[config.mk]
export PLATFORM = sky130hd
export DESIGN_NAME = frame_rate_window_stats_flat
export DESIGN_NICKNAME = d
export VERILOG_FILES = /design/src/frws_pkg.sv /design/src/frws_ifs.sv /design/src/frame_rate_window_stats.sv /design/src/frws_csr.sv /design/src/frws_div.sv /design/src/frws_dp.sv /design/src/frws_ctrl.sv /design/src/flat_wrapper.sv
export SDC_FILE = /design/constraint.sdc
export NUM_CORES = 2
export LEC_CHECK = 0
export ABC_AREA = 1
export BUFFER_PORTS_ARGS = -buffer_cell sky130_fd_sc_hd__buf_2
export CAP_MARGIN = 20
export CORE_AREA = 2 2 354 356
export CTS_CLUSTER_DIAMETER = 40
export DETAILED_ROUTE_END_ITERATION = 6
export DIE_AREA = 0 0 356 358
export HOLD_SLACK_MARGIN = 0.03
export PLACE_DENSITY_LB_ADDON = 0.2
export SYNTH_ARGS = -nofsm -noshare
export SYNTH_HDL_FRONTEND = slang
export SYNTH_SLANG_ARGS = --single-unit
export TNS_END_PERCENT = 50
[constraint.sdc]
create_clock -name clock -period 13.95 [get_ports clock]
set_clock_uncertainty 0.1 [all_clocks]
set_input_delay 0.6975 -clock clock [delete_from_list [all_inputs] [get_ports clock]]
set_output_delay 0.6975 -clock clock [all_outputs]
set_load 0.02 [all_outputs]
[src/frws_pkg.sv]
// shared constants and types of the frame rate window statistics block
package frws_pkg;

   localparam int WINDOW_DEPTH = 64;
   localparam int IDX_W        = $clog2(WINDOW_DEPTH);
   localparam int CNT_W        = $clog2(WINDOW_DEPTH + 1);
   localparam int TS_W         = 32;
   localparam int IV_W         = 20;
   localparam int FPS_W        = 28;
   localparam int SUM_W        = IV_W + IDX_W;

   // shared divider: dividend wide enough for the window sum and the fps scale
   localparam int DIV_NW    = (SUM_W > FPS_W) ? SUM_W : FPS_W;
   localparam int DIV_STEPS = (DIV_NW + 1) / 2;
   localparam int DIV_QW    = 2 * DIV_STEPS;
   localparam int DIV_DW    = (IV_W > CNT_W) ? IV_W : CNT_W;
   localparam int DIV_CW    = $clog2(DIV_STEPS + 1);

   localparam int CSR_AW = 3;
   localparam int CSR_DW = 32;

   localparam logic [FPS_W-1:0] FPS_SCALE    = 28'd256000000;
   localparam logic [IV_W-1:0]  MIN_IV_RESET = 20'd1000;
   localparam logic [IV_W-1:0]  MAX_IV_RESET = 20'd1000000;

   // register index, taken from paddr bit 2
   localparam logic CSR_IDX_MIN = 1'b0;
   localparam logic CSR_IDX_MAX = 1'b1;

   typedef enum logic [2:0] {
      DSEL_AVG,
      DSEL_CUR,
      DSEL_AFPS,
      DSEL_MIN,
      DSEL_MAX
   } div_sel_type;

   typedef struct packed {
      logic        take;
      logic        rd_old;
      logic        wr_win;
      logic        walk_start;
      logic        div_start;
      div_sel_type div_sel;
      logic        cap_en;
      div_sel_type cap_sel;
      logic        load_out;
   } cmd_type;

   typedef struct packed {
      logic keep;
      logic div_done;
      logic walk_done;
      logic out_busy;
   } status_type;

endpackage

[src/frws_ifs.sv]
// item channel interfaces of the frame rate window statistics block
interface frws_req_if;
   logic                          valid;
   logic                          ready;
   logic [frws_pkg::TS_W-1:0]     timestamp_us;

   modport source (output valid, output timestamp_us, input ready);
   modport sink   (input valid, input timestamp_us, output ready);
endinterface

interface frws_rsp_if;
   logic                          valid;
   logic                          ready;
   logic [frws_pkg::IV_W-1:0]     frame_time_us;
   logic [frws_pkg::FPS_W-1:0]    current_fps;
   logic [frws_pkg::IV_W-1:0]     average_frame_time_us;
   logic [frws_pkg::FPS_W-1:0]    average_fps;
   logic [frws_pkg::FPS_W-1:0]    min_fps;
   logic [frws_pkg::FPS_W-1:0]    max_fps;
   logic [frws_pkg::CNT_W-1:0]    sample_count;

   modport source (output valid, output frame_time_us, output current_fps,
                   output average_frame_time_us, output average_fps,
                   output min_fps, output max_fps, output sample_count,
                   input ready);
   modport sink   (input valid, input frame_time_us, input current_fps,
                   input average_frame_time_us, input average_fps,
                   input min_fps, input max_fps, input sample_count,
                   output ready);
endinterface

[src/frame_rate_window_stats.sv]
// top level of the frame rate window statistics block
// Frame rate window statistics: each input item is one frame event with a
// 32-bit microsecond timestamp. The first event after reset only primes the
// stored timestamp; every later one forms the interval to the previous event
// (modulo 2^32) and stores its own timestamp. An interval inside the inclusive
// bounds held in register 0 (min_interval_us, byte address 0) and register 1
// (max_interval_us, byte address 4) enters a 64-entry circular window and
// gives one result item: the interval, its fps, the window average interval
// and its fps, and the min and max fps over the window, all fps values in
// 1/256 fps units with truncating division, plus the entry count. Priming
// events and rejected intervals give no item. For an accepted interval the
// window walk reads one entry a cycle through the memory read port while
// the shared divider works out the average, current fps and average fps,
// then the divider finishes min and max fps. One item is in work at a time;
// a finished result waits in the output register while the next item is
// taken.
module frame_rate_window_stats (
   input  logic                          clock,
   input  logic                          reset,
   frws_req_if.sink                      req_ch,
   frws_rsp_if.source                    rsp_ch,
   input  logic                          csr_psel,
   input  logic                          csr_penable,
   input  logic                          csr_pwrite,
   input  logic [frws_pkg::CSR_AW-1:0]   csr_paddr,
   input  logic [frws_pkg::CSR_DW-1:0]   csr_pwdata,
   output logic [frws_pkg::CSR_DW-1:0]   csr_prdata,
   output logic                          csr_pready
);

   frws_pkg::cmd_type         cmd;
   frws_pkg::status_type      status;
   logic [frws_pkg::IV_W-1:0] min_iv;
   logic [frws_pkg::IV_W-1:0] max_iv;
   logic                      req_ready;

   frws_csr u_csr (
      .clock       (clock),
      .reset       (reset),
      .csr_psel    (csr_psel),
      .csr_penable (csr_penable),
      .csr_pwrite  (csr_pwrite),
      .csr_paddr   (csr_paddr),
      .csr_pwdata  (csr_pwdata),
      .csr_prdata  (csr_prdata),
      .csr_pready  (csr_pready),
      .min_iv      (min_iv),
      .max_iv      (max_iv)
   );

   frws_ctrl u_ctrl (
      .clock     (clock),
      .reset     (reset),
      .req_valid (req_ch.valid),
      .req_ready (req_ready),
      .status    (status),
      .cmd       (cmd)
   );

   assign req_ch.ready = req_ready;

   frws_dp u_dp (
      .clock                     (clock),
      .reset                     (reset),
      .cmd                       (cmd),
      .status                    (status),
      .timestamp_us              (req_ch.timestamp_us),
      .min_iv                    (min_iv),
      .max_iv                    (max_iv),
      .rsp_valid                 (rsp_ch.valid),
      .rsp_ready                 (rsp_ch.ready),
      .rsp_frame_time_us         (rsp_ch.frame_time_us),
      .rsp_current_fps           (rsp_ch.current_fps),
      .rsp_average_frame_time_us (rsp_ch.average_frame_time_us),
      .rsp_average_fps           (rsp_ch.average_fps),
      .rsp_min_fps               (rsp_ch.min_fps),
      .rsp_max_fps               (rsp_ch.max_fps),
      .rsp_sample_count          (rsp_ch.sample_count)
   );

endmodule

[src/frws_csr.sv]
// configuration registers behind the apb-style port
module frws_csr (
   input  logic                          clock,
   input  logic                          reset,
   input  logic                          csr_psel,
   input  logic                          csr_penable,
   input  logic                          csr_pwrite,
   input  logic [frws_pkg::CSR_AW-1:0]   csr_paddr,
   input  logic [frws_pkg::CSR_DW-1:0]   csr_pwdata,
   output logic [frws_pkg::CSR_DW-1:0]   csr_prdata,
   output logic                          csr_pready,
   output logic [frws_pkg::IV_W-1:0]     min_iv,
   output logic [frws_pkg::IV_W-1:0]     max_iv
);

   logic [frws_pkg::IV_W-1:0] min_iv_ff, min_iv_in;
   logic [frws_pkg::IV_W-1:0] max_iv_ff, max_iv_in;
   logic                      wr_en;

   assign wr_en      = csr_psel && csr_penable && csr_pwrite;
   assign csr_pready = 1'b1;

   always_comb begin
      min_iv_in = min_iv_ff;
      max_iv_in = max_iv_ff;
      if (wr_en) begin
         case (csr_paddr[2])
            frws_pkg::CSR_IDX_MIN: min_iv_in = csr_pwdata[frws_pkg::IV_W-1:0];
            frws_pkg::CSR_IDX_MAX: max_iv_in = csr_pwdata[frws_pkg::IV_W-1:0];
            default: ;
         endcase
      end
   end

   always_comb begin
      case (csr_paddr[2])
         frws_pkg::CSR_IDX_MIN:
            csr_prdata = frws_pkg::CSR_DW'(min_iv_ff);
         frws_pkg::CSR_IDX_MAX:
            csr_prdata = frws_pkg::CSR_DW'(max_iv_ff);
         default:
            csr_prdata = '0;
      endcase
   end

   always_ff @(posedge clock) begin
      if (reset) begin
         min_iv_ff <= frws_pkg::MIN_IV_RESET;
         max_iv_ff <= frws_pkg::MAX_IV_RESET;
      end else begin
         min_iv_ff <= min_iv_in;
         max_iv_ff <= max_iv_in;
      end
   end

   assign min_iv = min_iv_ff;
   assign max_iv = max_iv_ff;

endmodule

[src/frws_div.sv]
// shared radix-4 restoring divider, two quotient bits per cycle
module frws_div (
   input  logic                          clock,
   input  logic                          reset,
   input  logic                          start,
   input  logic [frws_pkg::DIV_QW-1:0]   dividend,
   input  logic [frws_pkg::DIV_DW-1:0]   divisor,
   output logic                          done,
   output logic [frws_pkg::DIV_QW-1:0]   quotient
);

   logic                          busy_ff, busy_in;
   logic                          done_ff, done_in;
   logic [frws_pkg::DIV_CW-1:0]   cnt_ff, cnt_in;
   logic [frws_pkg::DIV_QW-1:0]   quo_ff, quo_in;
   logic [frws_pkg::DIV_DW-1:0]   rem_ff, rem_in;
   logic [frws_pkg::DIV_DW-1:0]   dvs_ff, dvs_in;
   logic                          zero_ff, zero_in;

   logic [frws_pkg::DIV_DW:0]     dvs_ext;
   logic [frws_pkg::DIV_DW:0]     t1, t2, d1, d2;
   logic [frws_pkg::DIV_DW-1:0]   r1, r2;
   logic                          b1, b2;

   always_comb begin
      dvs_ext = {1'b0, dvs_ff};
      t1      = {rem_ff, quo_ff[frws_pkg::DIV_QW-1]};
      d1      = t1 - dvs_ext;
      b1      = t1 >= dvs_ext;
      r1      = b1 ? d1[frws_pkg::DIV_DW-1:0] : t1[frws_pkg::DIV_DW-1:0];
      t2      = {r1, quo_ff[frws_pkg::DIV_QW-2]};
      d2      = t2 - dvs_ext;
      b2      = t2 >= dvs_ext;
      r2      = b2 ? d2[frws_pkg::DIV_DW-1:0] : t2[frws_pkg::DIV_DW-1:0];
   end

   always_comb begin
      busy_in = busy_ff;
      done_in = 1'b0;
      cnt_in  = cnt_ff;
      quo_in  = quo_ff;
      rem_in  = rem_ff;
      dvs_in  = dvs_ff;
      zero_in = zero_ff;
      if (start) begin
         busy_in = 1'b1;
         cnt_in  = frws_pkg::DIV_CW'(frws_pkg::DIV_STEPS);
         quo_in  = dividend;
         rem_in  = '0;
         dvs_in  = divisor;
         zero_in = divisor == '0;
      end else if (busy_ff) begin
         quo_in = {quo_ff[frws_pkg::DIV_QW-3:0], b1, b2};
         rem_in = r2;
         cnt_in = cnt_ff - frws_pkg::DIV_CW'(1);
         if (cnt_ff == frws_pkg::DIV_CW'(1)) begin
            busy_in = 1'b0;
            done_in = 1'b1;
         end
      end
   end

   always_ff @(posedge clock) begin
      if (reset) begin
         busy_ff <= 1'b0;
         done_ff <= 1'b0;
         cnt_ff  <= '0;
      end else begin
         busy_ff <= busy_in;
         done_ff <= done_in;
         cnt_ff  <= cnt_in;
      end
   end

   always_ff @(posedge clock) begin
      quo_ff  <= quo_in;
      rem_ff  <= rem_in;
      dvs_ff  <= dvs_in;
      zero_ff <= zero_in;
   end

   // a zero divisor gives a zero quotient
   assign quotient = zero_ff ? '0 : quo_ff;
   assign done     = done_ff;

endmodule

[src/frws_dp.sv]
// datapath: timestamp, window memory, window walk, divider operands, result register
module frws_dp (
   input  logic                          clock,
   input  logic                          reset,
   input  frws_pkg::cmd_type             cmd,
   output frws_pkg::status_type          status,
   input  logic [frws_pkg::TS_W-1:0]     timestamp_us,
   input  logic [frws_pkg::IV_W-1:0]     min_iv,
   input  logic [frws_pkg::IV_W-1:0]     max_iv,
   output logic                          rsp_valid,
   input  logic                          rsp_ready,
   output logic [frws_pkg::IV_W-1:0]     rsp_frame_time_us,
   output logic [frws_pkg::FPS_W-1:0]    rsp_current_fps,
   output logic [frws_pkg::IV_W-1:0]     rsp_average_frame_time_us,
   output logic [frws_pkg::FPS_W-1:0]    rsp_average_fps,
   output logic [frws_pkg::FPS_W-1:0]    rsp_min_fps,
   output logic [frws_pkg::FPS_W-1:0]    rsp_max_fps,
   output logic [frws_pkg::CNT_W-1:0]    rsp_sample_count
);

   // timestamp and interval
   logic [frws_pkg::TS_W-1:0]   last_ts_ff;
   logic                        has_prev_ff;
   logic                        keep_ff;
   logic [frws_pkg::IV_W-1:0]   iv_ff;
   logic [frws_pkg::TS_W-1:0]   iv_full;
   logic                        in_range;

   // window
   logic [frws_pkg::IV_W-1:0]   window_mem [frws_pkg::WINDOW_DEPTH];
   logic [frws_pkg::IV_W-1:0]   rd_data_ff;
   logic [frws_pkg::IDX_W-1:0]  rd_addr;
   logic                        rd_en;
   logic [frws_pkg::IDX_W-1:0]  wr_pos_ff, wr_pos_in;
   logic [frws_pkg::CNT_W-1:0]  fill_ff, fill_in;
   logic [frws_pkg::SUM_W-1:0]  sum_ff, sum_in;
   logic                        full;

   // walk over the filled entries
   logic                        issue_ff, issue_in;
   logic [frws_pkg::CNT_W-1:0]  walk_cnt_ff, walk_cnt_in;
   logic                        rv_ff, rfirst_ff, rlast_ff;
   logic                        walk_done_ff, walk_done_in;
   logic [frws_pkg::IV_W-1:0]   lo_ff, lo_in, hi_ff, hi_in;
   logic                        issue_last;

   // divider and captured results
   logic [frws_pkg::DIV_QW-1:0] div_dividend;
   logic [frws_pkg::DIV_DW-1:0] div_divisor;
   logic                        div_done;
   logic [frws_pkg::DIV_QW-1:0] div_quotient;
   logic [frws_pkg::IV_W-1:0]   avg_ff;
   logic [frws_pkg::FPS_W-1:0]  cur_fps_ff, avg_fps_ff, min_fps_ff, max_fps_ff;

   // result register
   logic                        out_valid_ff, out_valid_in;
   logic [frws_pkg::IV_W-1:0]   o_ft_ff, o_aft_ff;
   logic [frws_pkg::FPS_W-1:0]  o_cur_ff, o_afps_ff, o_min_ff, o_max_ff;
   logic [frws_pkg::CNT_W-1:0]  o_cnt_ff;

   // ---------------------------------------------------------------- intake
   assign iv_full  = timestamp_us - last_ts_ff;
   assign in_range = (iv_full >= frws_pkg::TS_W'(min_iv)) &&
                     (iv_full <= frws_pkg::TS_W'(max_iv));

   always_ff @(posedge clock) begin
      if (reset) begin
         has_prev_ff <= 1'b0;
         keep_ff     <= 1'b0;
      end else if (cmd.take) begin
         has_prev_ff <= 1'b1;
         keep_ff     <= has_prev_ff && in_range;
      end
   end

   always_ff @(posedge clock) begin
      if (cmd.take) begin
         last_ts_ff <= timestamp_us;
         iv_ff      <= iv_full[frws_pkg::IV_W-1:0];
      end
   end

   // ---------------------------------------------------------------- window
   assign full    = fill_ff == frws_pkg::CNT_W'(frws_pkg::WINDOW_DEPTH);
   assign rd_addr = cmd.rd_old ? wr_pos_ff : walk_cnt_ff[frws_pkg::IDX_W-1:0];
   assign rd_en   = cmd.rd_old || issue_ff;

   always_ff @(posedge clock) begin
      if (cmd.wr_win) begin
         window_mem[wr_pos_ff] <= iv_ff;
      end
      if (rd_en) begin
         rd_data_ff <= window_mem[rd_addr];
      end
   end

   always_comb begin
      wr_pos_in = wr_pos_ff;
      fill_in   = fill_ff;
      sum_in    = sum_ff;
      if (cmd.wr_win) begin
         // when full the oldest entry, read in the previous cycle, leaves the sum
         if (full) begin
            sum_in = sum_ff - frws_pkg::SUM_W'(rd_data_ff) + frws_pkg::SUM_W'(iv_ff);
         end else begin
            sum_in  = sum_ff + frws_pkg::SUM_W'(iv_ff);
            fill_in = fill_ff + frws_pkg::CNT_W'(1);
         end
         if (wr_pos_ff == frws_pkg::IDX_W'(frws_pkg::WINDOW_DEPTH - 1)) begin
            wr_pos_in = '0;
         end else begin
            wr_pos_in = wr_pos_ff + frws_pkg::IDX_W'(1);
         end
      end
   end

   always_ff @(posedge clock) begin
      if (reset) begin
         wr_pos_ff <= '0;
         fill_ff   <= '0;
         sum_ff    <= '0;
      end else begin
         wr_pos_ff <= wr_pos_in;
         fill_ff   <= fill_in;
         sum_ff    <= sum_in;
      end
   end

   // ---------------------------------------------------------------- walk
   assign issue_last = walk_cnt_ff == (fill_ff - frws_pkg::CNT_W'(1));

   always_comb begin
      issue_in     = issue_ff;
      walk_cnt_in  = walk_cnt_ff;
      walk_done_in = walk_done_ff;
      if (cmd.walk_start) begin
         issue_in     = 1'b1;
         walk_cnt_in  = '0;
         walk_done_in = 1'b0;
      end else begin
         if (issue_ff) begin
            walk_cnt_in = walk_cnt_ff + frws_pkg::CNT_W'(1);
            if (issue_last) begin
               issue_in = 1'b0;
            end
         end
         if (rv_ff && rlast_ff) begin
            walk_done_in = 1'b1;
         end
      end
   end

   always_comb begin
      lo_in = lo_ff;
      hi_in = hi_ff;
      if (rv_ff) begin
         if (rfirst_ff || rd_data_ff < lo_ff) begin
            lo_in = rd_data_ff;
         end
         if (rfirst_ff || rd_data_ff > hi_ff) begin
            hi_in = rd_data_ff;
         end
      end
   end

   always_ff @(posedge clock) begin
      if (reset) begin
         issue_ff     <= 1'b0;
         walk_cnt_ff  <= '0;
         walk_done_ff <= 1'b0;
         rv_ff        <= 1'b0;
         rfirst_ff    <= 1'b0;
         rlast_ff     <= 1'b0;
      end else begin
         issue_ff     <= issue_in;
         walk_cnt_ff  <= walk_cnt_in;
         walk_done_ff <= walk_done_in;
         rv_ff        <= issue_ff;
         rfirst_ff    <= issue_ff && (walk_cnt_ff == '0);
         rlast_ff     <= issue_ff && issue_last;
      end
   end

   always_ff @(posedge clock) begin
      lo_ff <= lo_in;
      hi_ff <= hi_in;
   end

   // ---------------------------------------------------------------- divisions
   always_comb begin
      case (cmd.div_sel)
         frws_pkg::DSEL_AVG: begin
            div_dividend = frws_pkg::DIV_QW'(sum_ff);
            div_divisor  = frws_pkg::DIV_DW'(fill_ff);
         end
         frws_pkg::DSEL_CUR: begin
            div_dividend = frws_pkg::DIV_QW'(frws_pkg::FPS_SCALE);
            div_divisor  = frws_pkg::DIV_DW'(iv_ff);
         end
         frws_pkg::DSEL_AFPS: begin
            div_dividend = frws_pkg::DIV_QW'(frws_pkg::FPS_SCALE);
            div_divisor  = frws_pkg::DIV_DW'(avg_ff);
         end
         frws_pkg::DSEL_MIN: begin
            div_dividend = frws_pkg::DIV_QW'(frws_pkg::FPS_SCALE);
            div_divisor  = frws_pkg::DIV_DW'(hi_ff);
         end
         frws_pkg::DSEL_MAX: begin
            div_dividend = frws_pkg::DIV_QW'(frws_pkg::FPS_SCALE);
            div_divisor  = frws_pkg::DIV_DW'(lo_ff);
         end
         default: begin
            div_dividend = frws_pkg::DIV_QW'(frws_pkg::FPS_SCALE);
            div_divisor  = frws_pkg::DIV_DW'(iv_ff);
         end
      endcase
   end

   frws_div u_div (
      .clock    (clock),
      .reset    (reset),
      .start    (cmd.div_start),
      .dividend (div_dividend),
      .divisor  (div_divisor),
      .done     (div_done),
      .quotient (div_quotient)
   );

   always_ff @(posedge clock) begin
      if (cmd.cap_en) begin
         case (cmd.cap_sel)
            frws_pkg::DSEL_AVG:  avg_ff     <= div_quotient[frws_pkg::IV_W-1:0];
            frws_pkg::DSEL_CUR:  cur_fps_ff <= div_quotient[frws_pkg::FPS_W-1:0];
            frws_pkg::DSEL_AFPS: avg_fps_ff <= div_quotient[frws_pkg::FPS_W-1:0];
            frws_pkg::DSEL_MIN:  min_fps_ff <= div_quotient[frws_pkg::FPS_W-1:0];
            frws_pkg::DSEL_MAX:  max_fps_ff <= div_quotient[frws_pkg::FPS_W-1:0];
            default: ;
         endcase
      end
   end

   // ---------------------------------------------------------------- result
   always_comb begin
      out_valid_in = out_valid_ff;
      if (cmd.load_out) begin
         out_valid_in = 1'b1;
      end else if (rsp_ready) begin
         out_valid_in = 1'b0;
      end
   end

   always_ff @(posedge clock) begin
      if (reset) begin
         out_valid_ff <= 1'b0;
      end else begin
         out_valid_ff <= out_valid_in;
      end
   end

   always_ff @(posedge clock) begin
      if (cmd.load_out) begin
         o_ft_ff   <= iv_ff;
         o_cur_ff  <= cur_fps_ff;
         o_aft_ff  <= avg_ff;
         o_afps_ff <= avg_fps_ff;
         o_min_ff  <= min_fps_ff;
         o_max_ff  <= max_fps_ff;
         o_cnt_ff  <= fill_ff;
      end
   end

   assign rsp_valid                 = out_valid_ff;
   assign rsp_frame_time_us         = o_ft_ff;
   assign rsp_current_fps           = o_cur_ff;
   assign rsp_average_frame_time_us = o_aft_ff;
   assign rsp_average_fps           = o_afps_ff;
   assign rsp_min_fps               = o_min_ff;
   assign rsp_max_fps               = o_max_ff;
   assign rsp_sample_count          = o_cnt_ff;

   assign status.keep      = keep_ff;
   assign status.div_done  = div_done;
   assign status.walk_done = walk_done_ff;
   assign status.out_busy  = out_valid_ff && !rsp_ready;

endmodule

[src/frws_ctrl.sv]
// controller state machine sequencing window update, walk and divisions
module frws_ctrl (
   input  logic                    clock,
   input  logic                    reset,
   input  logic                    req_valid,
   output logic                    req_ready,
   input  frws_pkg::status_type    status,
   output frws_pkg::cmd_type       cmd
);

   typedef enum logic [10:0] {
      S_IDLE      = 11'b00000000001,
      S_CHECK     = 11'b00000000010,
      S_WRITE     = 11'b00000000100,
      S_LAUNCH    = 11'b00000001000,
      S_DIV_AVG   = 11'b00000010000,
      S_DIV_CUR   = 11'b00000100000,
      S_DIV_AFPS  = 11'b00001000000,
      S_WAIT_WALK = 11'b00010000000,
      S_DIV_MIN   = 11'b00100000000,
      S_DIV_MAX   = 11'b01000000000,
      S_OUT       = 11'b10000000000
   } state_type;

   state_type state_ff, state_in;

   always_comb begin
      state_in = state_ff;
      cmd      = '0;
      case (state_ff)
         S_IDLE: begin
            if (req_valid) begin
               cmd.take = 1'b1;
               state_in = S_CHECK;
            end
         end
         S_CHECK: begin
            if (status.keep) begin
               // fetch the entry about to be overwritten
               cmd.rd_old = 1'b1;
               state_in   = S_WRITE;
            end else begin
               state_in = S_IDLE;
            end
         end
         S_WRITE: begin
            cmd.wr_win = 1'b1;
            state_in   = S_LAUNCH;
         end
         S_LAUNCH: begin
            cmd.walk_start = 1'b1;
            cmd.div_start  = 1'b1;
            cmd.div_sel    = frws_pkg::DSEL_AVG;
            state_in       = S_DIV_AVG;
         end
         S_DIV_AVG: begin
            if (status.div_done) begin
               cmd.cap_en    = 1'b1;
               cmd.cap_sel   = frws_pkg::DSEL_AVG;
               cmd.div_start = 1'b1;
               cmd.div_sel   = frws_pkg::DSEL_CUR;
               state_in      = S_DIV_CUR;
            end
         end
         S_DIV_CUR: begin
            if (status.div_done) begin
               cmd.cap_en    = 1'b1;
               cmd.cap_sel   = frws_pkg::DSEL_CUR;
               cmd.div_start = 1'b1;
               cmd.div_sel   = frws_pkg::DSEL_AFPS;
               state_in      = S_DIV_AFPS;
            end
         end
         S_DIV_AFPS: begin
            if (status.div_done) begin
               cmd.cap_en  = 1'b1;
               cmd.cap_sel = frws_pkg::DSEL_AFPS;
               if (status.walk_done) begin
                  cmd.div_start = 1'b1;
                  cmd.div_sel   = frws_pkg::DSEL_MIN;
                  state_in      = S_DIV_MIN;
               end else begin
                  state_in = S_WAIT_WALK;
               end
            end
         end
         S_WAIT_WALK: begin
            if (status.walk_done) begin
               cmd.div_start = 1'b1;
               cmd.div_sel   = frws_pkg::DSEL_MIN;
               state_in      = S_DIV_MIN;
            end
         end
         S_DIV_MIN: begin
            if (status.div_done) begin
               cmd.cap_en    = 1'b1;
               cmd.cap_sel   = frws_pkg::DSEL_MIN;
               cmd.div_start = 1'b1;
               cmd.div_sel   = frws_pkg::DSEL_MAX;
               state_in      = S_DIV_MAX;
            end
         end
         S_DIV_MAX: begin
            if (status.div_done) begin
               cmd.cap_en  = 1'b1;
               cmd.cap_sel = frws_pkg::DSEL_MAX;
               state_in    = S_OUT;
            end
         end
         S_OUT: begin
            // wait for the output register to free up
            if (!status.out_busy) begin
               cmd.load_out = 1'b1;
               state_in     = S_IDLE;
            end
         end
         default: begin
            state_in = S_IDLE;
         end
      endcase
   end

   always_ff @(posedge clock) begin
      if (reset) begin
         state_ff <= S_IDLE;
      end else begin
         state_ff <= state_in;
      end
   end

   assign req_ready = state_ff == S_IDLE;

endmodule

[src/flat_wrapper.sv]
// flat-port wrapper written by rule: the top's interface ports become plain ports
module frame_rate_window_stats_flat 
  (clock, reset, csr_psel, csr_penable, csr_pwrite, csr_paddr, csr_pwdata, csr_prdata, csr_pready, req_ch_valid, req_ch_timestamp_us, req_ch_ready, rsp_ch_valid, rsp_ch_frame_time_us, rsp_ch_current_fps, rsp_ch_average_frame_time_us, rsp_ch_average_fps, rsp_ch_min_fps, rsp_ch_max_fps, rsp_ch_sample_count, rsp_ch_ready);
  frws_req_if req_ch_i ();
  frws_rsp_if rsp_ch_i ();
  input  logic clock;
  input  logic reset;
  input  logic csr_psel;
  input  logic csr_penable;
  input  logic csr_pwrite;
  input  logic [frws_pkg::CSR_AW-1:0] csr_paddr;
  input  logic [frws_pkg::CSR_DW-1:0] csr_pwdata;
  output logic [frws_pkg::CSR_DW-1:0] csr_prdata;
  output logic csr_pready;
  input wire logic [$bits(req_ch_i.valid)-1:0] req_ch_valid;
  input wire logic [$bits(req_ch_i.timestamp_us)-1:0] req_ch_timestamp_us;
  output wire logic [$bits(req_ch_i.ready)-1:0] req_ch_ready;
  output wire logic [$bits(rsp_ch_i.valid)-1:0] rsp_ch_valid;
  output wire logic [$bits(rsp_ch_i.frame_time_us)-1:0] rsp_ch_frame_time_us;
  output wire logic [$bits(rsp_ch_i.current_fps)-1:0] rsp_ch_current_fps;
  output wire logic [$bits(rsp_ch_i.average_frame_time_us)-1:0] rsp_ch_average_frame_time_us;
  output wire logic [$bits(rsp_ch_i.average_fps)-1:0] rsp_ch_average_fps;
  output wire logic [$bits(rsp_ch_i.min_fps)-1:0] rsp_ch_min_fps;
  output wire logic [$bits(rsp_ch_i.max_fps)-1:0] rsp_ch_max_fps;
  output wire logic [$bits(rsp_ch_i.sample_count)-1:0] rsp_ch_sample_count;
  input wire logic [$bits(rsp_ch_i.ready)-1:0] rsp_ch_ready;
  assign req_ch_i.valid = req_ch_valid;
  assign req_ch_i.timestamp_us = req_ch_timestamp_us;
  assign req_ch_ready = req_ch_i.ready;
  assign rsp_ch_valid = rsp_ch_i.valid;
  assign rsp_ch_frame_time_us = rsp_ch_i.frame_time_us;
  assign rsp_ch_current_fps = rsp_ch_i.current_fps;
  assign rsp_ch_average_frame_time_us = rsp_ch_i.average_frame_time_us;
  assign rsp_ch_average_fps = rsp_ch_i.average_fps;
  assign rsp_ch_min_fps = rsp_ch_i.min_fps;
  assign rsp_ch_max_fps = rsp_ch_i.max_fps;
  assign rsp_ch_sample_count = rsp_ch_i.sample_count;
  assign rsp_ch_i.ready = rsp_ch_ready;
  frame_rate_window_stats u_core (.clock(clock), .reset(reset), .req_ch(req_ch_i), .rsp_ch(rsp_ch_i), .csr_psel(csr_psel), .csr_penable(csr_penable), .csr_pwrite(csr_pwrite), .csr_paddr(csr_paddr), .csr_pwdata(csr_pwdata), .csr_prdata(csr_prdata), .csr_pready(csr_pready));
endmodule
# Yosys cells after proc, flatten, opt, wreduce, memory -nomap -nowiden
# Memories as Yosys holds them, arrays and structs flattened. A register that Yosys moved wholly into a read port is not among the register bits.
# Cells that the tools add are included.
# classes
add_sub_neg	11
order_cmp	6
eq_ne	30
n_mux	51
bitwise_logic	3
reduce_logical	32
# ops
op	count
11-bit case mux with 11 select lines	1
28-bit 2-to-1 mux	4
11-bit 2-to-1 mux	8
20-bit case mux with 4 select lines	1
32-bit case mux with 2 select lines	1
26-bit by 20-bit adder with 26-bit output	2
21-bit by 20-bit >= comparator with 1-bit output	2
20-bit 2-to-1 mux	2
20-bit subtractor	2
32-bit by 20-bit >= comparator with 1-bit output	1
32-bit by 20-bit less-or-equal comparator with 1-bit output	1
8-bit 2-to-1 mux	4
32-bit subtractor	1
26-bit 2-to-1 mux	1
26-bit by 20-bit subtractor with 26-bit output	1
4-bit case mux with 6 select lines	1
20-bit > comparator	1
20-bit zero test	1
20-bit < comparator	1
4-bit case mux with 5 select lines	1
2-bit AND reduction	10
1-bit 2-to-1 mux	19
4-bit 2-to-1 mux	4
2-bit != test, second input constant	8
other kinds (35)	55
# totals
ff_bits	563
ram_bits	1280
in_bits	74
out_inout_bits	194
word_cells	173
mem_count	1
# memory_table
name	words	width	read_ports	rd_ports_with_merged_regs	write_ports	line	rtl
u_core.u_dp.window_mem	64	20	1	1	1	frws_dp.sv:30	logic [frws_pkg::IV_W-1:0] window_mem [frws_pkg::WINDOW_DEPTH];

# Logic depth before layout (Yosys ltp)
# logic_depth
ltp_word	6
ltp_mapped	29
ltp_nobuf	27

# Modules after synthesis
# From an unflattened synthesis, not the netlist that was laid out.
# hier_totals
hier_cells	7320
area_unflattened_um2	82808.2
# modules_own_cells
module	n_inst	cells_each	area_per_inst_um2	seq_area_each_um2
frws_dp	1	5890	73464.2	51619.5
frws_div	1	975	6443.7	1991.9
frws_csr	1	308	1950.6	800.8
frws_ctrl	1	147	949.7	220.2

# Worst setup path after synthesis
# OpenSTA, ideal clock, no wires.
# synth_path
path_type	register to register
from	register u_core.u_ctrl.state_ff[2]
to	register u_core.u_dp.o_afps_ff, in the netlist u_core.u_dp.rsp_average_fps[0] (enable)
setup_time_ns	0.680
t_arrival_ns	7.454
t_required_ns	13.170
setup_slack_ns	5.716
stages_incl_launch_ff	6
n_path_buf	0
synth_period_minus_slack_ns	8.234
cell_sequence	dfxtp_1 nor2_1 nand2_1 nor2_1 nand3_1 nor2_1
# synth_rtl
element	line	rtl
start: declaration	frws_ctrl.sv:25	state_type state_ff, state_in;
start signal: assignment	frws_ctrl.sv:127	state_ff <= state_in;
end signal: assignment	frws_dp.sv:265	o_afps_ff <= avg_fps_ff;
end: declaration	frws_dp.sv:58	logic [frws_pkg::FPS_W-1:0] o_cur_ff, o_afps_ff, o_min_ff, o_max_ff;

# Worst setup path after layout
# layout_path
from	register u_core.u_dp.u_div.dvs_ff[18] (netlist bit)
to	register u_core.u_dp.u_div.quo_ff[0] (netlist bit) (data pin)
# layout_via
elab_chain_len	5
elab_cells_between_ends	6
classes_between	add/sub: 1; order compare: 2; mux: 3
# layout_rtl
element	line	rtl
start: declaration	frws_div.sv:17	logic [frws_pkg::DIV_DW-1:0] dvs_ff, dvs_in;
start signal: assignment	frws_div.sv:78	dvs_ff <= dvs_in;
20-bit subtractor or 21-bit by 20-bit >= comparator with 1-bit output (tied branches)	frws_div.sv:28, frws_div.sv:29	
20-bit 2-to-1 mux	frws_div.sv:30	r1 = b1 ? d1[frws_pkg::DIV_DW-1:0] : t1[frws_pkg::DIV_DW-1:0];
21-bit by 20-bit >= comparator with 1-bit output *	frws_div.sv:33	b2 = t2 >= dvs_ext;
28-bit 2-to-1 mux *	frws_div.sv:52	end else if (busy_ff) begin
28-bit 2-to-1 mux *	frws_div.sv:45	if (start) begin
via u_core.u_dp.u_div.quo_in, one bit	frws_div.sv:15	logic [frws_pkg::DIV_QW-1:0] quo_ff, quo_in;
end signal: assignment	frws_div.sv:76	quo_ff <= quo_in;
end: declaration	frws_div.sv:15	
# The timed path passes the listed nets; every way through them passes the cells marked *. The select of a mux whose other input is x is not followed.
# A chain may end at the register's enable or synchronous reset.

==> out/metrics.csv <==
metric;value;unit
status;finished, final reports clean;
crit_path_end_kind;flip-flop;
syn-cell-area;0.0824;mm2
synth-edff-count;1732;
drt_iter0_markers;7902;
min_path_type;input pin to flip-flop;
async_flop_share;0;%
cp_data_required_time;14.44;ns
cts_buffer_depth;3;
drv_slew;0;
worst_pin_slew;1.11;ns
fin_ws;7.82;ns
dieHeight;358;um
crit_path_frequent_cell;nand2_1;
crit_chain;inv_1, ha_1, a21oi_1, nor2_1, nor3_1, nand2_1, nor2_1, nand3_1, buf_4, or2_2, nand2_1, inv_1, ha_1, a21o_1, nand2_1, nand2_1, a21oi_1, nand3_1, nand3_1, o211ai_1, nand2_1, nand3_2, nor2_1, nor2_1;
cp_num_cells;24;
rr_startpoint;u_core.u_dp.u_div.dvs_ff[18];
cpPeakStageDelay;0.68;ns
cts_hold_buf;43;
ys_seq_area_share;66.3;%
insertion_delay;0.85;ns
period_needed;6.13;ns
routed_wirelength;217;mm
startpoint;u_core.u_dp.u_div.dvs_ff[18];
cts_max_level;4;
grt_pass1_wl;325;mm
overflow;0;
tns;0;ns
cts_setup_buffers;0;
synth_cell_type_count;60;
core_area;0.123;mm2
ff2ff_path_depth;24;
power_density;146;mW/mm2
hold_viol;0;
root_buffer;clkbuf_16;
timing_worst_setup_path_type;flip-flop to flip-flop;
syn_area_per_cell;11.4;um2
finalPower;13500;uW
ant_nets;0;
crit_path_top_delay_cell;nand3_2;
path_clk_slew;0.06;ns
multi_input_area;0.0230;mm2
vias_per_cell;6.19;
r2r-end;u_core.u_dp.u_div.quo_ff[0];
crit_family;simple AND/OR/NAND/NOR gates;
place.gp.congestion;0.965;
ios;268;
syn_inst;7253;
worstSetupStartpointType;flip-flop;
cts_resized;0;
synth-seq-cells;1863;
grt_max_degree;197;
worstPathArrival;6.62;ns
avgRoutedWirePerCell;23.3;um
hpwl;128;mm
portBuffers;240;
yosys_warnings;0;
nets;7836;
drtPass1Iterations;6;
reg2reg_slack;7.82;ns
final-seq-area;0.0546;mm2
fin_util;75.0;%
rsz0062_at_grt;false;
cts_tree;built;
num_rows;129;
cp.buffers_inverters;3;
track_usage;34.0;%
pre_cts_slack;8.08;ns
period_share;43.9;%
die_w;356;um
grt_pass1_vias;55098;
whs;0.0860;ns
cp-endpoint;u_core.u_dp.u_div.quo_ff[0];
antenna_found_initial;3;
synthFlopType;edfxtp_1;
clkSinkCount;1863;
n_antenna_cell;0;
cts_made_buffers;204;
holdPathStages;3;
drv_cap;0;
drive_gt1_share;10.2;%
slew_headroom;25.5;%
crit_fanout;28;
clock.fmax;0.163;GHz
start_util;66.8;%
fill_cells;7920;
setup_viol;0;
syn2layout_area_growth;12.3;%
p_leak;0.0356;uW
die-area;0.127;mm2
drc;0;
ir_drop;0.000162;V
num_vias;57784;
==> per-stage QoR <==
| step | instance area, um2 | std cells |
|---|---|---|
| after detailed placement | 85300 | 8909 |
| after CTS | 92400 | 9325 |
| final | 92500 | 9334 |
| after floorplan | 82400 | 7264 |
| after global placement | 85300 | 8907 |
| after global routing | 92500 | 9334 |
==> synthesized netlist by cell type (7+ instances only) <==
cell	number	area, um2
ha_1	208	2600
o21bai_1	33	248
a31oi_1	9	56.3
nor2_1	516	1940
or2_2	7	43.8
o21ai_0	658	3290
nand4_1	66	413
o2111ai_1	7	61.3
clkbuf_1	156	586
fa_1	24	480
o22ai_1	20	125
a211oi_1	8	60.1
a21oi_1	251	1260
xor2_1	49	429
buf_1	12	45.0
buf_4	21	158
nand2_1	1012	3800
buf_2	160	801
inv_1	917	3440
nor3_1	44	220
o21ai_1	54	270
edfxtp_1	1732	52000
dfxtp_1	131	2620
xnor2_1	32	280
nand3_1	534	2670
o211ai_1	491	3690
a21o_1	17	128
==> registers in the layout, indices dropped and copies added, names as in the netlist, 28 cells and up <==
signal,count
u_core.u_dp.rsp_average_fps,28
u_core.u_dp.u_div.quo_ff,28
u_core.u_dp.avg_fps_ff,28
u_core.u_dp.last_ts_ff,32
u_core.u_dp.rsp_max_fps,28
u_core.u_dp.rsp_min_fps,28
u_core.u_dp.min_fps_ff,28
u_core.u_dp.cur_fps_ff,28
u_core.u_dp.max_fps_ff,28
u_core.u_dp.window_mem,1280
u_core.u_dp.rsp_current_fps,28
==> cells in the final DEF (no fill, tap or decap), types with 9 or more instances in the layout <==
master	Yosys	routed
buf_4	21	113
clkinv_1	1	30
clkbuf_16	0	211
nor2_4	1	11
buf_2	160	240
bufinv_16	0	9
clkinvlp_4	0	15
xor2_1	49	49
a21o_1	17	17
nand4_1	66	66
clkinv_4	0	10
conb_1	2	13
inv_1	917	914
o21ai_1	54	54
a21oi_1	251	249
nor2_1	516	451
a31oi_1	9	9
clkinv_2	0	20
o22ai_1	20	20
o211ai_1	491	491
nor2_2	4	59
dlygate4sd3_1	0	43
nand2_1	1012	1012
dfxtp_1	131	131
inv_6	0	17
ha_1	208	208
clkbuf_1	156	39
nand3_1	534	534
inv_8	0	16
xnor2_1	32	32
nor3_1	44	41
edfxtp_1	1732	1732
o21bai_1	33	33
fa_1	24	24
o21ai_0	658	657
==> final cells by class <==
type / count / share of cell area, %
flip-flops and latches: 1863 / 59.1
multi-input cells: 4126 / 24.8
clock buffers: 253 / 5.91
inverters: 923 / 3.76
repair buffers: 412 / 2.99
well taps: 1637 / 2.21
clock inverters: 120 / 1.24
==> logic make-up after synthesis <==
family	count (synthesis)	synth area share [%]
flops	1863	66.3
buf+inv	1275	6.18
xor+xnor	81	0.861
fa+ha+maj	232	3.74
simple gates	2215	11.4
compound gates	1585	11.5
other cells	2	0.00911
==> metal layers <==
metal | GRT usage, % | vias up | wire length (um)
li1 | - | 26236 | -
met1 | 45.6 | 27729 | 82300
met2 | 54.4 | 3235 | 102000
met3 | 6.54 | 584 | 22700
met4 | 15.3 | 0 | 9960
met5 | 0 | - | 0
==> worst register-to-register path, stage by stage, from the launching register on <==
cell and delay [ns]:
edfxtp_1 0.36, inv_1 0.14, ha_1 0.32, a21oi_1 0.30, nor2_1 0.07, nor3_1 0.14
nand2_1 0.07, nor2_1 0.10, nand3_1 0.33, buf_4 0.37, or2_2 0.30, nand2_1 0.06
inv_1 0.05, ha_1 0.35, a21o_1 0.24, nand2_1 0.06, nand2_1 0.06, a21oi_1 0.25
nand3_1 0.23, nand3_1 0.14, o211ai_1 0.09, nand2_1 0.64, nand3_2 0.68, nor2_1 0.34
nor2_1 0.09
==> power by group <==
part	leakage (uW)	internal, uW	total (uW)	switching, uW
clock	0.00319	2990	5250	2260
sequential	0.0166	6590	6620	39.8
combinational	0.0158	359	1590	1230
total	0.0356	9930	13500	3530
==> worst min-delay path by stage <==
stage	startpoint	slack, ns	endpoint
floorplan	u_core.u_dp.avg_fps_ff[0]	0.30	u_core.u_dp.rsp_average_fps[0]
global placement	u_core.u_dp.max_fps_ff[17]	0.30	u_core.u_dp.rsp_max_fps[17]
detailed placement	u_core.u_dp.avg_fps_ff[25]	0.30	u_core.u_dp.rsp_average_fps[25]
CTS	csr_pwdata[1]	0.04	u_core.u_csr.min_iv[1]
global route	csr_pwdata[8]	0.09	u_core.u_csr.min_iv[8]
finish	csr_pwdata[1]	0.09	u_core.u_csr.min_iv[1]
(Power assumes the default switching activity.)
